==> config.mk <==
export PLATFORM = sky130hd
export DESIGN_NAME = hbtc_blend
export DESIGN_NICKNAME = d
export VERILOG_FILES = /design/src/rtl/height_blended_texture_color_defines.svh /design/src/rtl/hbtc_pkg.sv /design/src/rtl/hbtc_blend.sv
export SDC_FILE = /design/constraint.sdc
export NUM_CORES = 2
export LEC_CHECK = 0
export BUFFER_PORTS_ARGS = -buffer_cell sky130_fd_sc_hd__buf_2
export CORE_MARGIN = 8
export CORE_UTILIZATION = 30
export DETAILED_ROUTE_END_ITERATION = 6
export PLACE_DENSITY_LB_ADDON = 0.12
export SLEW_MARGIN = 40
export SYNTH_ARGS = -nofsm -noshare
export SYNTH_HDL_FRONTEND = slang
export SYNTH_SLANG_ARGS = --single-unit
==> constraint.sdc <==
create_clock -name clk -period 10 [get_ports clk]
set_input_delay 2 -clock clk [delete_from_list [all_inputs] [get_ports clk]]
set_output_delay 2 -clock clk [all_outputs]
set_load 0.005 [all_outputs]
==> src/rtl/height_blended_texture_color_defines.svh <==
// ----------------------------------------------------------------------------
// height_blended_texture_color_defines.svh
// Assertion macros for the height blended texture color block. In synthesis
// they expand to nothing.
// ----------------------------------------------------------------------------
`ifndef HEIGHT_BLENDED_TEXTURE_COLOR_DEFINES_SVH
`define HEIGHT_BLENDED_TEXTURE_COLOR_DEFINES_SVH

`ifndef SYNTHESIS

// checked property, quiet while reset is high
`define HBTC_ASSERT(label, clk, rst, prop) \
  label: assert property (@(posedge clk) disable iff (rst) prop) \
    else $error("hbtc assertion failed");

// checked property, also active during reset
`define HBTC_ASSERT_ALWAYS(label, clk, prop) \
  label: assert property (@(posedge clk) prop) \
    else $error("hbtc assertion failed");

`else

`define HBTC_ASSERT(label, clk, rst, prop)
`define HBTC_ASSERT_ALWAYS(label, clk, prop)

`endif

`endif

==> src/rtl/hbtc_pkg.sv <==
// ----------------------------------------------------------------------------
// hbtc_pkg
// Shared types, constants and stream layout of the height blended texture
// color block.
// ----------------------------------------------------------------------------
package hbtc_pkg;

  // default texture geometry
  localparam int DEF_TEX_WIDTH  = 256;
  localparam int DEF_TEX_HEIGHT = 256;
  localparam int DEF_TEX_COUNT  = 8;

  // item kind carried in tuser
  typedef enum logic {
    MODE_LOAD  = 1'b0,
    MODE_SHADE = 1'b1
  } mode_t;

  // detail level register
  localparam int DETAIL_W = 4;
  typedef logic signed [DETAIL_W-1:0] detail_t;
  localparam detail_t DETAIL_RESET = '0;

  // field widths
  localparam int SEL_W    = 3;
  localparam int IDX_W    = 16;
  localparam int CHAN_W   = 8;
  localparam int TEXEL_W  = 3 * CHAN_W;
  localparam int HEIGHT_W = 16;
  localparam int COORD_W  = 21;

  // input tdata layout, lowest field first
  localparam int SEL_LSB    = 0;
  localparam int IDX_LSB    = SEL_LSB + SEL_W;
  localparam int RED_LSB    = IDX_LSB + IDX_W;
  localparam int GREEN_LSB  = RED_LSB + CHAN_W;
  localparam int BLUE_LSB   = GREEN_LSB + CHAN_W;
  localparam int HEIGHT_LSB = BLUE_LSB + CHAN_W;
  localparam int CX_LSB     = HEIGHT_LSB + HEIGHT_W;
  localparam int CY_LSB     = CX_LSB + COORD_W;
  localparam int S_FIELDS_W = CY_LSB + COORD_W;
  localparam int S_TDATA_W  = ((S_FIELDS_W + 7) / 8) * 8;
  localparam int M_TDATA_W  = TEXEL_W;

  // height to blend position, 14 fraction bits
  localparam int FRAC_BITS    = 14;
  localparam int FRAC_ONE     = 1 << FRAC_BITS;
  localparam int HEIGHT_BIAS  = 8192;
  localparam int HEIGHT_SCALE = 7;
  localparam int Z_MAX        = (HEIGHT_SCALE << FRAC_BITS) - 1;
  localparam int Z_W          = 17;
  localparam int ZRAW_W       = 21;
  localparam int ZI_W         = Z_W - FRAC_BITS;

  // blend arithmetic
  localparam int WEIGHT_W = FRAC_BITS + 1;
  localparam int PROD_W   = CHAN_W + WEIGHT_W;
  localparam int SUM_W    = PROD_W + 1;

  // coordinate scaling shift
  localparam int SHIFT_W = DETAIL_W + 1;
  localparam int SHIFT_BIAS = 2;

endpackage

==> src/rtl/hbtc_blend.sv <==
// ----------------------------------------------------------------------------
// hbtc_blend
// Two-stage linear blend of two texels per channel: weighted products, then
// sum and truncation to 8 bits.
// ----------------------------------------------------------------------------
module hbtc_blend (
  input  logic                             clk,
  input  logic                             rst,
  // incoming item
  input  logic                             in_valid,
  output logic                             in_ready,
  input  logic [hbtc_pkg::TEXEL_W-1:0]     in_texel0,
  input  logic [hbtc_pkg::TEXEL_W-1:0]     in_texel1,
  input  logic [hbtc_pkg::FRAC_BITS-1:0]   in_frac,
  // outgoing item
  output logic                             out_valid,
  input  logic                             out_ready,
  output logic [hbtc_pkg::TEXEL_W-1:0]     out_texel
);
  import hbtc_pkg::*;

  logic [WEIGHT_W-1:0] w0;
  logic [WEIGHT_W-1:0] w1;
  logic [PROD_W-1:0]   prod0 [3];
  logic [PROD_W-1:0]   prod1 [3];
  logic                prod_valid;
  logic                prod_ready;
  logic [SUM_W-1:0]    sum   [3];

  assign w1 = WEIGHT_W'(in_frac);
  assign w0 = WEIGHT_W'(FRAC_ONE) - w1;

  assign prod_ready = !out_valid || out_ready;
  assign in_ready   = !prod_valid || prod_ready;

  // product stage, one lane per channel
  always_ff @(posedge clk) begin
    if (rst) begin
      prod_valid <= 1'b0;
    end else if (in_ready) begin
      prod_valid <= in_valid;
    end
  end

  always_ff @(posedge clk) begin
    if (in_valid && in_ready) begin
      for (int c = 0; c < 3; c++) begin
        prod0[c] <= PROD_W'(in_texel0[c*CHAN_W +: CHAN_W]) * PROD_W'(w0);
        prod1[c] <= PROD_W'(in_texel1[c*CHAN_W +: CHAN_W]) * PROD_W'(w1);
      end
    end
  end

  // sum and truncate
  always_comb begin
    for (int c = 0; c < 3; c++) begin
      sum[c] = SUM_W'(prod0[c]) + SUM_W'(prod1[c]);
    end
  end

  always_ff @(posedge clk) begin
    if (rst) begin
      out_valid <= 1'b0;
    end else if (prod_ready) begin
      out_valid <= prod_valid;
    end
  end

  always_ff @(posedge clk) begin
    if (prod_valid && prod_ready) begin
      for (int c = 0; c < 3; c++) begin
        out_texel[c*CHAN_W +: CHAN_W] <= sum[c][FRAC_BITS +: CHAN_W];
      end
    end
  end

endmodule

==> results.py <==
metrics = {
    "outcome": {
        "status": "complete, no violations",
    },
    "placed_design": {
        "hpwl_um": 59800,
        "place_ws_ns": 1.200,
        "port_buffers": 91,
        "placed_area_mm2": 0.03070,
        "place_congestion": 0.7985,
        "dp_cells": 4288,
    },
    "sta": {
        "rsz0062_at_grt": "false",
        "finalCritPeriodShare": 0.8325,
        "slew_headroom": 0.4461,
        "final.setup.worst_slack_ns": 1.675,
        "tightest_slew_ns": 0.8268,
        "fmax_mhz": 120.1,
        "tns_ns": 0,
        "layout_min_cycle_time_ns": 8.325,
        "skew_ns": 0.01257,
        "finalMaxSlewViolations": 0,
        "setup_violations": 0,
        "timing.final.hold_violations": 0,
    },
    "global_routing": {
        "track_usage": 0.1450,
        "grt_first_pass_wirelength_um": 124400,
        "grt_pass1_vias": 22330,
        "globalRouteOverflowTotal": 0,
        "antenna_found_initial": 5,
        "grt_max_degree": 68,
    },
    "final_layout": {
        "finalNetCount": 3866,
        "final_area_mm2": 0.03135,
        "fill_cells": 9785,
        "final_common_cell": "inv_1",
        "area_delta_synth_final_pct": 9.119,
        "final_cell_mix": "inv_1 (536), and2_1 (476), fa_1 (447)",
        "layout-drive-gt1-share": 0.05563,
        "final_cell_count_no_fill": 4324,
    },
    "drt": {
        "vias": 20190,
        "wl_um": 75050,
        "first_pass_iters": 5,
        "wl_per_cell_um": 17.36,
        "drtAntennaViolNets": 0,
        "drc": 0,
        "viasPerCell": 4.670,
        "drt-initial-drc-count": 762,
    },
    "cts": {
        "post_cts_buffers": 0,
        "cts.hold.buffers_added": 0,
        "cts.sinks": 158,
        "insertion_delay_ns": 0.45,
        "cts_root_buf": "clkbuf_16",
        "cts_buffers": 17,
        "clk_pin_slew_worst_paths_ns": 0.07,
        "cts_resized": 0,
        "cts_max_level": 4,
        "cts_buffer_depth": 2,
        "cts_tree": "built",
    },
    "floorplanning": {
        "start_util": 0.3024,
        "die_width_um": 325.5,
        "rows": 113,
        "dieHeight_um": 325.5,
        "core_area_mm2": 0.09501,
        "die_area_mm2": 0.1059,
        "io_pins": 92,
    },
    "logic_synthesis": {
        "ys_seq_elements": 158,
        "yosysWarningCount": 0,
        "syn_inst": 3026,
        "async_flop_share": 0,
        "synth_seq_area_share": 0.1644,
        "synth_nets": 3849,
        "synth.avg_cell_area_um2": 9.495,
        "synth_xor_xnor_area_share": 0.03719,
        "synth_fa_ha_area_frac": 0.4465,
        "synthMuxAreaShare": 0.0003484,
        "syn_area_mm2": 0.02873,
        "synth_compound_area_frac": 0.08505,
        "synth_top_family_by_area": "adder cells",
        "synth_edf_count": 156,
        "synth-simple-area-share": 0.1808,
        "synthFlopType": "edfxtp_1",
        "synth_cell_types": 66,
    },
    "critical_path": {
        "crit_path_frequent_cell": "fa_1",
        "crit_fanout": 27,
        "path_cells": "buf_2 -> nor3_1 -> nor3b_1 -> nand2b_1 -> nor4_1 -> xnor2_2 -> buf_4 -> nand2_1 -> fa_1 -> inv_1 -> fa_1 -> fa_1 -> inv_1 -> fa_1 -> inv_1 -> ha_1 -> and2_1 -> o21a_1 -> o32ai_1 -> o21bai_1 -> a21oi_1 -> xnor2_1",
        "worstSetupPathType": "input port to flip-flop",
        "cp-start-kind": "input port",
        "cp.arrival_ns": 8.52,
        "cp_top_family": "adder cells",
        "critPathSlowestCell": "nor3_1",
        "cp.required_ns": 10.19,
        "end_kind": "flip-flop",
        "slowest_delay_ns": 0.59,
        "path_buf_inv": 5,
    },
    "power": {
        "pwr_density_cell_mw_per_mm2": 249.4,
        "cellLeakagePower_nw": 14.90,
        "ir_worst_vdd_mv": 0.1402,
    },
    "run": {
        "drv_cap": 0,
    },
    "worst_hold_path": {
        "hp-class": "flip-flop to flip-flop",
    },
}
==> flip-flops by register name (all words and copies together), names as in the netlist <==
name	flops
prod_valid	1
prod0	66
out_valid	1
out_texel	24
prod1	66
==> cells by family after synthesis <==
kind of cell / Yosys count
AOI/OAI and AO/OA: 361
buffers and inverters: 656
adders and majority gates: 757
xor gates and xnor gates: 122
DFF: 158
muxes: 1
and+or+nand+nor: 971
==> worst register-to-register path, cell delays in order, from the launching register on <==
cell	delay [ns]
edfxtp_1	0.43
ha_1	0.41
a2111oi_0	0.46
o21ai_0	0.18
nand4_1	0.16
a41oi_1	0.21
o41ai_1	0.49
o21bai_1	0.14
xnor2_1	0.44
==> metal layers <==
layer  routed length, um  track usage
met2               36320       0.2498
met4                1497      0.03356
met1               35480       0.1953
met5                  12            0
met3                1735      0.01495
==> where the power goes <==
group | switching (mW) | internal, mW
Clock | 0.329 | 0.361
Sequential | 0.149 | 1.33
Combinational | 3.21 | 2.45
Total | 3.69 | 4.13
==> Yosys cell counts (8+ instances only) <==
master    instances  area, um2
o21a_1           39      292.8
a31oi_1          10      62.56
and3_1           10      62.56
or3_1             8      50.05
ha_1            310       3879
nand2_1         270       1013
o21bai_1         17      127.6
o21ai_0          42      210.2
xnor2_1          92      805.8
nand4_1          13      81.33
nor2_1           77      289.0
inv_1           536       2012
o211ai_1          8      60.06
nor3_1           34      170.2
o21ai_1          18      90.09
a21o_1           49      367.9
clkbuf_1        119      446.7
nor2b_1          19      118.9
a21oi_1          78      390.4
nand3_1          17      85.08
nand2b_1         13      81.33
xor2_1           30      262.8
a211oi_1         22      165.2
fa_1            447       8949
edfxtp_1        156       4684
and2_1          477       2984
==> stage by stage <==
step / hold WS [ns] / utilization / power (mW)
6_report: 0.5243 / 0.3300 / 7.820
5_1_grt: 0.5940 / 0.3299 / 8.746
4_1_cts: 0.5349 / 0.3295 / 7.964
3_3_place_gp: 0.5017 / 0.3221 / 7.150
2_1_floorplan: 0.4778 / - / 5.666
3_5_place_dp: 0.5247 / 0.3231 / 7.193
==> layout make-up <==
cell class	instances	area (um2)	share of cell area
multi-input combinational	2212	21710	0.6924
sequential	158	4725	0.1507
inverter	536	2012	0.06417
tap	1265	1583	0.05048
timing repair buffer	118	704.4	0.02247
clock buffer	17	425.4	0.01357
clock inverter	15	186.4	0.005946
antenna	3	7.507	0.0002395
==> worst paths after layout <==
| kind | start | end | slack, ns | cells past startpoint |
|---|---|---|---|---|
| worst max-delay path | in_frac[2] | prod0[0][19]$_DFFE_PP_ | 1.68 | 22 |
| worst min-delay path | prod_valid$_SDFFE_PP0N_ | out_valid$_SDFFE_PP0P_ | 0.52 | 2 |
| worst max register to register | prod0[0][14]$_DFFE_PP_ | out_texel[7]$_DFFE_PP_ | 6.81 | 8 |
| worst min register to register | prod_valid$_SDFFE_PP0N_ | out_valid$_SDFFE_PP0P_ | 0.52 | 2 |
Note: power is estimated with default switching activity, not from simulation.
