--- config.mk ---
export PLATFORM = sky130hd
export DESIGN_NAME = hbtc_addr
export DESIGN_NICKNAME = d
export VERILOG_FILES = /design/src/rtl/height_blended_texture_color_defines.svh /design/src/rtl/hbtc_pkg.sv /design/src/rtl/hbtc_addr.sv
export SDC_FILE = /design/constraint.sdc
export NUM_CORES = 1
export LEC_CHECK = 0
export ABC_AREA = 0
export BUFFER_PORTS_ARGS = -buffer_cell sky130_fd_sc_hd__buf_2
export CAP_MARGIN = 20
export CORE_ASPECT_RATIO = 2
export CORE_UTILIZATION = 29
export DETAILED_ROUTE_END_ITERATION = 7
export PLACE_DENSITY = 0.56
export SETUP_SLACK_MARGIN = 0.05
export SLEW_MARGIN = 20
export SYNTH_ARGS = -nofsm -noshare
export SYNTH_HDL_FRONTEND = slang
export SYNTH_SLANG_ARGS = --single-unit
--- constraint.sdc ---
create_clock -name clk -period 11.6 [get_ports clk]
set_clock_uncertainty 0.1 [all_clocks]
set_input_delay 0.58 -clock clk [delete_from_list [all_inputs] [get_ports clk]]
set_output_delay 0.58 -clock clk [all_outputs]
set_load 0.02 [all_outputs]
--- src/rtl/height_blended_texture_color_defines.svh ---
// ----------------------------------------------------------------------------
// height_blended_texture_color_defines.svh
// Assertion macros for the height blended texture color block. In synthesis
// they expand to nothing.
// ----------------------------------------------------------------------------
`ifndef HEIGHT_BLENDED_TEXTURE_COLOR_DEFINES_SVH
`define HEIGHT_BLENDED_TEXTURE_COLOR_DEFINES_SVH

`ifndef SYNTHESIS

// checked property, quiet while reset is high
`define HBTC_ASSERT(label, clk, rst, prop) \
  label: assert property (@(posedge clk) disable iff (rst) prop) \
    else $error("hbtc assertion failed");

// checked property, also active during reset
`define HBTC_ASSERT_ALWAYS(label, clk, prop) \
  label: assert property (@(posedge clk) prop) \
    else $error("hbtc assertion failed");

`else

`define HBTC_ASSERT(label, clk, rst, prop)
`define HBTC_ASSERT_ALWAYS(label, clk, prop)

`endif

`endif

--- src/rtl/hbtc_pkg.sv ---
// ----------------------------------------------------------------------------
// hbtc_pkg
// Shared types, constants and stream layout of the height blended texture
// color block.
// ----------------------------------------------------------------------------
package hbtc_pkg;

  // default texture geometry
  localparam int DEF_TEX_WIDTH  = 256;
  localparam int DEF_TEX_HEIGHT = 256;
  localparam int DEF_TEX_COUNT  = 8;

  // item kind carried in tuser
  typedef enum logic {
    MODE_LOAD  = 1'b0,
    MODE_SHADE = 1'b1
  } mode_t;

  // detail level register
  localparam int DETAIL_W = 4;
  typedef logic signed [DETAIL_W-1:0] detail_t;
  localparam detail_t DETAIL_RESET = '0;

  // field widths
  localparam int SEL_W    = 3;
  localparam int IDX_W    = 16;
  localparam int CHAN_W   = 8;
  localparam int TEXEL_W  = 3 * CHAN_W;
  localparam int HEIGHT_W = 16;
  localparam int COORD_W  = 21;

  // input tdata layout, lowest field first
  localparam int SEL_LSB    = 0;
  localparam int IDX_LSB    = SEL_LSB + SEL_W;
  localparam int RED_LSB    = IDX_LSB + IDX_W;
  localparam int GREEN_LSB  = RED_LSB + CHAN_W;
  localparam int BLUE_LSB   = GREEN_LSB + CHAN_W;
  localparam int HEIGHT_LSB = BLUE_LSB + CHAN_W;
  localparam int CX_LSB     = HEIGHT_LSB + HEIGHT_W;
  localparam int CY_LSB     = CX_LSB + COORD_W;
  localparam int S_FIELDS_W = CY_LSB + COORD_W;
  localparam int S_TDATA_W  = ((S_FIELDS_W + 7) / 8) * 8;
  localparam int M_TDATA_W  = TEXEL_W;

  // height to blend position, 14 fraction bits
  localparam int FRAC_BITS    = 14;
  localparam int FRAC_ONE     = 1 << FRAC_BITS;
  localparam int HEIGHT_BIAS  = 8192;
  localparam int HEIGHT_SCALE = 7;
  localparam int Z_MAX        = (HEIGHT_SCALE << FRAC_BITS) - 1;
  localparam int Z_W          = 17;
  localparam int ZRAW_W       = 21;
  localparam int ZI_W         = Z_W - FRAC_BITS;

  // blend arithmetic
  localparam int WEIGHT_W = FRAC_BITS + 1;
  localparam int PROD_W   = CHAN_W + WEIGHT_W;
  localparam int SUM_W    = PROD_W + 1;

  // coordinate scaling shift
  localparam int SHIFT_W = DETAIL_W + 1;
  localparam int SHIFT_BIAS = 2;

endpackage

--- src/rtl/hbtc_addr.sv ---
// ----------------------------------------------------------------------------
// hbtc_addr
// First pipeline stage: maps the height to two texture indexes and a blend
// fraction, scales and wraps the map coordinate, and forms memory addresses.
// ----------------------------------------------------------------------------
module hbtc_addr #(
  parameter int TEX_WIDTH  = hbtc_pkg::DEF_TEX_WIDTH,
  parameter int TEX_HEIGHT = hbtc_pkg::DEF_TEX_HEIGHT,
  parameter int TEX_COUNT  = hbtc_pkg::DEF_TEX_COUNT,
  localparam int XB     = $clog2(TEX_WIDTH),
  localparam int YB     = $clog2(TEX_HEIGHT),
  localparam int CNT_W  = $clog2(TEX_COUNT),
  localparam int ADDR_W = CNT_W + YB + XB
) (
  input  logic                                  clk,
  input  logic                                  rst,
  input  hbtc_pkg::detail_t                     detail,
  // incoming item
  input  logic                                  in_valid,
  output logic                                  in_ready,
  input  hbtc_pkg::mode_t                       in_mode,
  input  logic [hbtc_pkg::SEL_W-1:0]            in_sel,
  input  logic [hbtc_pkg::IDX_W-1:0]            in_idx,
  input  logic [hbtc_pkg::TEXEL_W-1:0]          in_texel,
  input  logic signed [hbtc_pkg::HEIGHT_W-1:0]  in_height,
  input  logic signed [hbtc_pkg::COORD_W-1:0]   in_cx,
  input  logic signed [hbtc_pkg::COORD_W-1:0]   in_cy,
  // outgoing item
  output logic                                  out_valid,
  input  logic                                  out_ready,
  output hbtc_pkg::mode_t                       out_mode,
  output logic                                  out_we,
  output logic [ADDR_W-1:0]                     out_addr0,
  output logic [ADDR_W-1:0]                     out_addr1,
  output logic [hbtc_pkg::TEXEL_W-1:0]          out_texel,
  output logic [hbtc_pkg::FRAC_BITS-1:0]        out_frac
);
  import hbtc_pkg::*;

  localparam int TEXELS  = TEX_WIDTH * TEX_HEIGHT;
  localparam int TXL_BITS = YB + XB;

  // arithmetic shift by the detail level, left for sh >= 0, else right
  function automatic logic [31:0] scale_coord(input logic signed [COORD_W-1:0] c,
                                              input logic signed [SHIFT_W-1:0] sh);
    logic [31:0]        u;
    logic [SHIFT_W-1:0] neg;
    u   = 32'(c);
    neg = -sh;
    if (!sh[SHIFT_W-1]) begin
      scale_coord = u << sh[SHIFT_W-2:0];
    end else begin
      scale_coord = 32'($signed(u) >>> neg[SHIFT_W-2:0]);
    end
  endfunction

  logic signed [SHIFT_W-1:0] shift_amt;
  logic signed [ZRAW_W-1:0]  h_biased;
  logic signed [ZRAW_W-1:0]  z_raw;
  logic [Z_W-1:0]            z_clamp;
  logic [ZI_W-1:0]           zi;
  logic [ZI_W-1:0]           zi1;
  logic [CNT_W-1:0]          tex0;
  logic [CNT_W-1:0]          tex1;
  logic [31:0]               sx;
  logic [31:0]               sy;
  logic [TXL_BITS-1:0]       pos;
  logic                      sel_ok;
  logic                      idx_ok;
  logic [ADDR_W-1:0]         wr_addr;

  // height to blend position and texture pair
  always_comb begin
    h_biased = ZRAW_W'(in_height) + ZRAW_W'(HEIGHT_BIAS);
    z_raw    = h_biased * ZRAW_W'(HEIGHT_SCALE);
    if (z_raw < 0) begin
      z_clamp = '0;
    end else if (z_raw > ZRAW_W'(Z_MAX)) begin
      z_clamp = Z_W'(Z_MAX);
    end else begin
      z_clamp = z_raw[Z_W-1:0];
    end
    zi  = z_clamp[Z_W-1:FRAC_BITS];
    zi1 = zi + ZI_W'(1);
    tex0 = (32'(zi) > 32'(TEX_COUNT - 1)) ? CNT_W'(TEX_COUNT - 1) : CNT_W'(zi);
    tex1 = (32'(zi1) > 32'(TEX_COUNT - 1)) ? CNT_W'(TEX_COUNT - 1) : CNT_W'(zi1);
  end

  // coordinate scaling and wrap to the texture size
  always_comb begin
    shift_amt = SHIFT_W'(detail) + SHIFT_W'(SHIFT_BIAS);
    sx  = scale_coord(in_cx, shift_amt);
    sy  = scale_coord(in_cy, shift_amt);
    pos = {sy[YB-1:0], sx[XB-1:0]};
  end

  // load address and range check
  always_comb begin
    sel_ok  = 32'(in_sel) < 32'(TEX_COUNT);
    idx_ok  = 32'(in_idx) < 32'(TEXELS);
    wr_addr = {CNT_W'(in_sel), TXL_BITS'(in_idx)};
  end

  assign in_ready = !out_valid || out_ready;

  // stage register
  always_ff @(posedge clk) begin
    if (rst) begin
      out_valid <= 1'b0;
    end else if (in_ready) begin
      out_valid <= in_valid;
    end
  end

  always_ff @(posedge clk) begin
    if (in_valid && in_ready) begin
      out_mode  <= in_mode;
      out_we    <= (in_mode == MODE_LOAD) && sel_ok && idx_ok;
      out_addr0 <= (in_mode == MODE_LOAD) ? wr_addr : {tex0, pos};
      out_addr1 <= {tex1, pos};
      out_texel <= in_texel;
      out_frac  <= z_clamp[FRAC_BITS-1:0];
    end
  end

endmodule

==> impl_metrics.toml <==
[run_status]
outcome = "completed"

[drt]
first_pass_iters = 5
vias_post_dr = 5339
route.detailed.vias_per_inst = 4.95
drt_first_iter_violations = 190
detail_route.wl_per_cell_um = 17.2
routed_wirelength_mm = 18.6
post-route-drc-count = 0
detail-route-antenna-nets = 0

[global_route]
antenna_found_initial = 7
grt_usage_pct = 16.5
gr-total-overflow = 0
via_count_of_the_first_global_routing_pass = 5299
grt_first_pass_wirelength_mm = 28.0
largest_net_degree_at_the_start_of_global_routing = 79

[worst_hold_path]
hold_class = "in2reg"
hold-path-endpoint = "out_valid"
min_delay_path_depth = 2
hold_sp = "rst"

[clocking]
number_of_setup_buffers_added_after_cts = 0
htreeDepth = 3
cts_tree = "yes"
post_cts.resized_instances = 0
cts_hold_buf = 0
later_pin_clock_latency_in_the_skew_report_ns = 0.36
clkSinkCount = 79
clock_path_buffers = 2
number_of_buffers_created_by_cts = 9
clockRootBuffer = "clkbuf_16"
clk_transition_reported_paths_ns = 0.07

[cells_and_area]
utilization_pct = 36.9
fraction_of_final_layout_cells_with_drive_strength_greater_than_1_pct = 32.5
filler_instances = 2209
post_layout_nonfiller_instances = 1078
finish.net_count = 962
area_growth_syn_to_layout_pct = 24.4
post-route-cell-area_mm2 = 0.00796

[synthesis]
dominant_combinational_cell_family_by_area_after_synthesis = "multiplexers"
synth_compound_area_share_pct = 12.8
synth_fa_ha_area_share_pct = 12.3
synth.area.mux_share_pct = 16.7
most_common_flop_cell_mapped_by_yosys = "edfxtp_1"
synth_nets = 780
synth-warning-count = 0
xor_xnor_fraction_of_synth_area_pct = 4.46
number_of_synthesized_flops_with_an_enable_pin = 78
async_reset_ff_share_pct = 0
postSynthRegisterBits = 79
syn-mean-instance-area_um2 = 10.4
post_synthesis_instance_total = 615
synthesized_area_fraction_occupied_by_and_or_nand_nor_cells_pct = 11.1
syn-cell-area_mm2 = 0.00639
synth-seq-area-share_pct = 36.9
synth_cell_types = 56

[sta]
timing.final.hold_violations = 0
number_of_max_slew_violations_in_the_final_report = 0
rsz0062_at_grt = "no"
fin_setup_tns_ns = 0
tightestPinTransition_ns = 1.07
worst_slew_margin_rel_pct = 26.7
finalSetupViolations = 0
min_period_ns = 4.70
fin_crit_sh_pct = 40.5
timing.fmax_ghz = 0.213

[pwr]
total_leakage_power_nw = 3.58
power_per_standard_cell_area_mw_per_mm2 = 145
power_report.internal_total_w = 0.000720
ir_worst_vdd_v = 0.0000680
total_power_w = 0.00115
power_switching_share_pct = 37.6
power_switching_w = 0.000434
power.combinational.fraction_pct = 41.8
clkPwrFrac_pct = 26.7
power_frac_seq_pct = 31.6

[floorplan]
floorplan.rows = 76
core_region_area_mm2 = 0.0216
die_y_um = 212
die_w_um = 107
boundaryPins = 190
die_area_mm2 = 0.0227
initial_core_util_pct = 29.6

[place]
globalplace.congestion = 0.860
io_buffers = 189
dpl-instance-area_mm2 = 0.00763
placed_cells_incl_taps = 1059
hpwl_mm = 15.0

[setup_path]
path_max_fanout = 11
timing_worst_setup_path_type = "in2reg"
rr_endpoint = "out_addr0[10]"
setup.worst_path.end_class = "flop"
timing.critical_path.required_ns = 11.57
rrSetupSlack_ns = 9.80
crit-reg2reg-launch = "out_valid"
reg2reg_depth = 2
cp_data_arrival_time_ns = 4.67
timing.critical_path.from_type = "input pin"

[flow_run]
drv_cap = 0
-- worst max-delay path: stages --
cell and delay [ns]:
buf_2 0.12, ha_1 0.27, inv_1 0.05, fa_1 0.50, inv_1 0.04, ha_1 0.34
nand4_1 0.19, a21oi_1 0.25, mux2i_1 0.11, a2111oi_0 0.93, or3_1 0.22, o41ai_1 0.07
a21boi_1 0.81, a21oi_1 0.18
-- cells in the mapped netlist, drive strengths merged, types with 16 or more instances --
cell type / n / area share [%]
edfxtp: 78 / 37
inv: 70 / 4.1
nand2: 66 / 3.9
mux2i: 47 / 7.4
ha: 42 / 8.2
a21oi: 38 / 3.0
nor2: 27 / 1.6
o21ai: 26 / 2.0
mux2: 21 / 3.7
clkbuf: 19 / 1.1
nand3: 17 / 1.3
xnor2: 17 / 2.4
mux4: 16 / 5.6
-- cell families (layout without fill, tap and decap cells) --
group                    Yosys count  count (layout)
adder cells (fa/ha/maj)           55              55
AND/OR/NAND/NOR                  149             149
multiplexers                      84              84
XOR/XNOR                          30              30
flip-flops                        79              79
AO/OA/AOI/OAI                    123             123
other                              0               3
buffers and inverters             95             282
-- layer usage --
metal,up-vias,wire [um],share of wire (%),track usage [%]
li1,2599,-,-,-
met1,2549,6050,33,14.5
met2,146,10800,58,32.8
met3,39,959,5.2,4.29
met4,6,738,4.0,9.21
met5,-,34,0.18,0
-- registers in the layout, indices dropped and copies added (netlist names) --
signal / count
out_addr1: 19
out_frac: 14
out_we: 1
out_valid: 1
out_texel: 24
out_mode: 1
out_addr0: 19
-- final cells by class --
cell class                      count  area (um^2)  area share (%)
Timing Repair Buffer              196          998            12.5
Clock buffer                       10          239            3.00
Antenna cell                        3         7.51          0.0944
Sequential cell                    79         2360            29.7
Tap cell                          273          342            4.29
Inverter                           70          263            3.30
Multi-Input combinational cell    441         3670            46.1
Clock inverter                      6         75.1           0.944
-- metrics by stage --
stage               hold WS (ns)  worst slack (ns)
detailed placement         0.419              6.53
CTS                        0.237              6.96
global placement           0.424              6.66
global route               0.251              6.62
finish                     0.261              6.90
floorplan                  0.549              7.53
-- cells in the final DEF (no fill, tap or decap), types with 5 or more instances in the layout --
master	instances
o22ai_1	7
nand2b_1	6
nor2_1	27
nand2_1	66
fa_1	13
o211ai_1	6
nand3_1	17
o21ai_0	21
a21oi_1	37
buf_4	7
inv_1	70
buf_2	189
edfxtp_1	78
o21ai_1	5
xnor2_1	16
mux4_2	16
ha_1	41
a31oi_1	8
o221ai_1	5
or3_1	6
xor2_1	11
mux2_2	20
mux2i_1	47
nor2b_1	8
clkbuf_16	9
-- power by group through the flow --
stage	Combinational, W	Clock [W]	Sequential, W
final	0.000482	0.000308	0.000364
after global routing	0.000532	0.000324	0.000367
after CTS	0.000487	0.000319	0.000365
after detailed placement	0.000485	0	0.000371
after global placement	0.000482	0	0.000371
after floorplan	0.000303	0	0.000412
-- how the worst max path moves through the flow --
stage | from | end | slack (ns) | cells past startpoint
after floorplan | detail[0] | out_addr0[13] | 7.53 | 14
after global routing | in_height[13] | out_frac[8] | 6.62 | 15
after detailed placement | in_height[2] | out_frac[8] | 6.53 | 14
after global placement | in_height[8] | out_frac[0] | 6.66 | 14
final | in_height[2] | out_frac[8] | 6.90 | 14
after CTS | in_height[2] | out_frac[8] | 6.96 | 14
(Power assumes the default switching activity.)
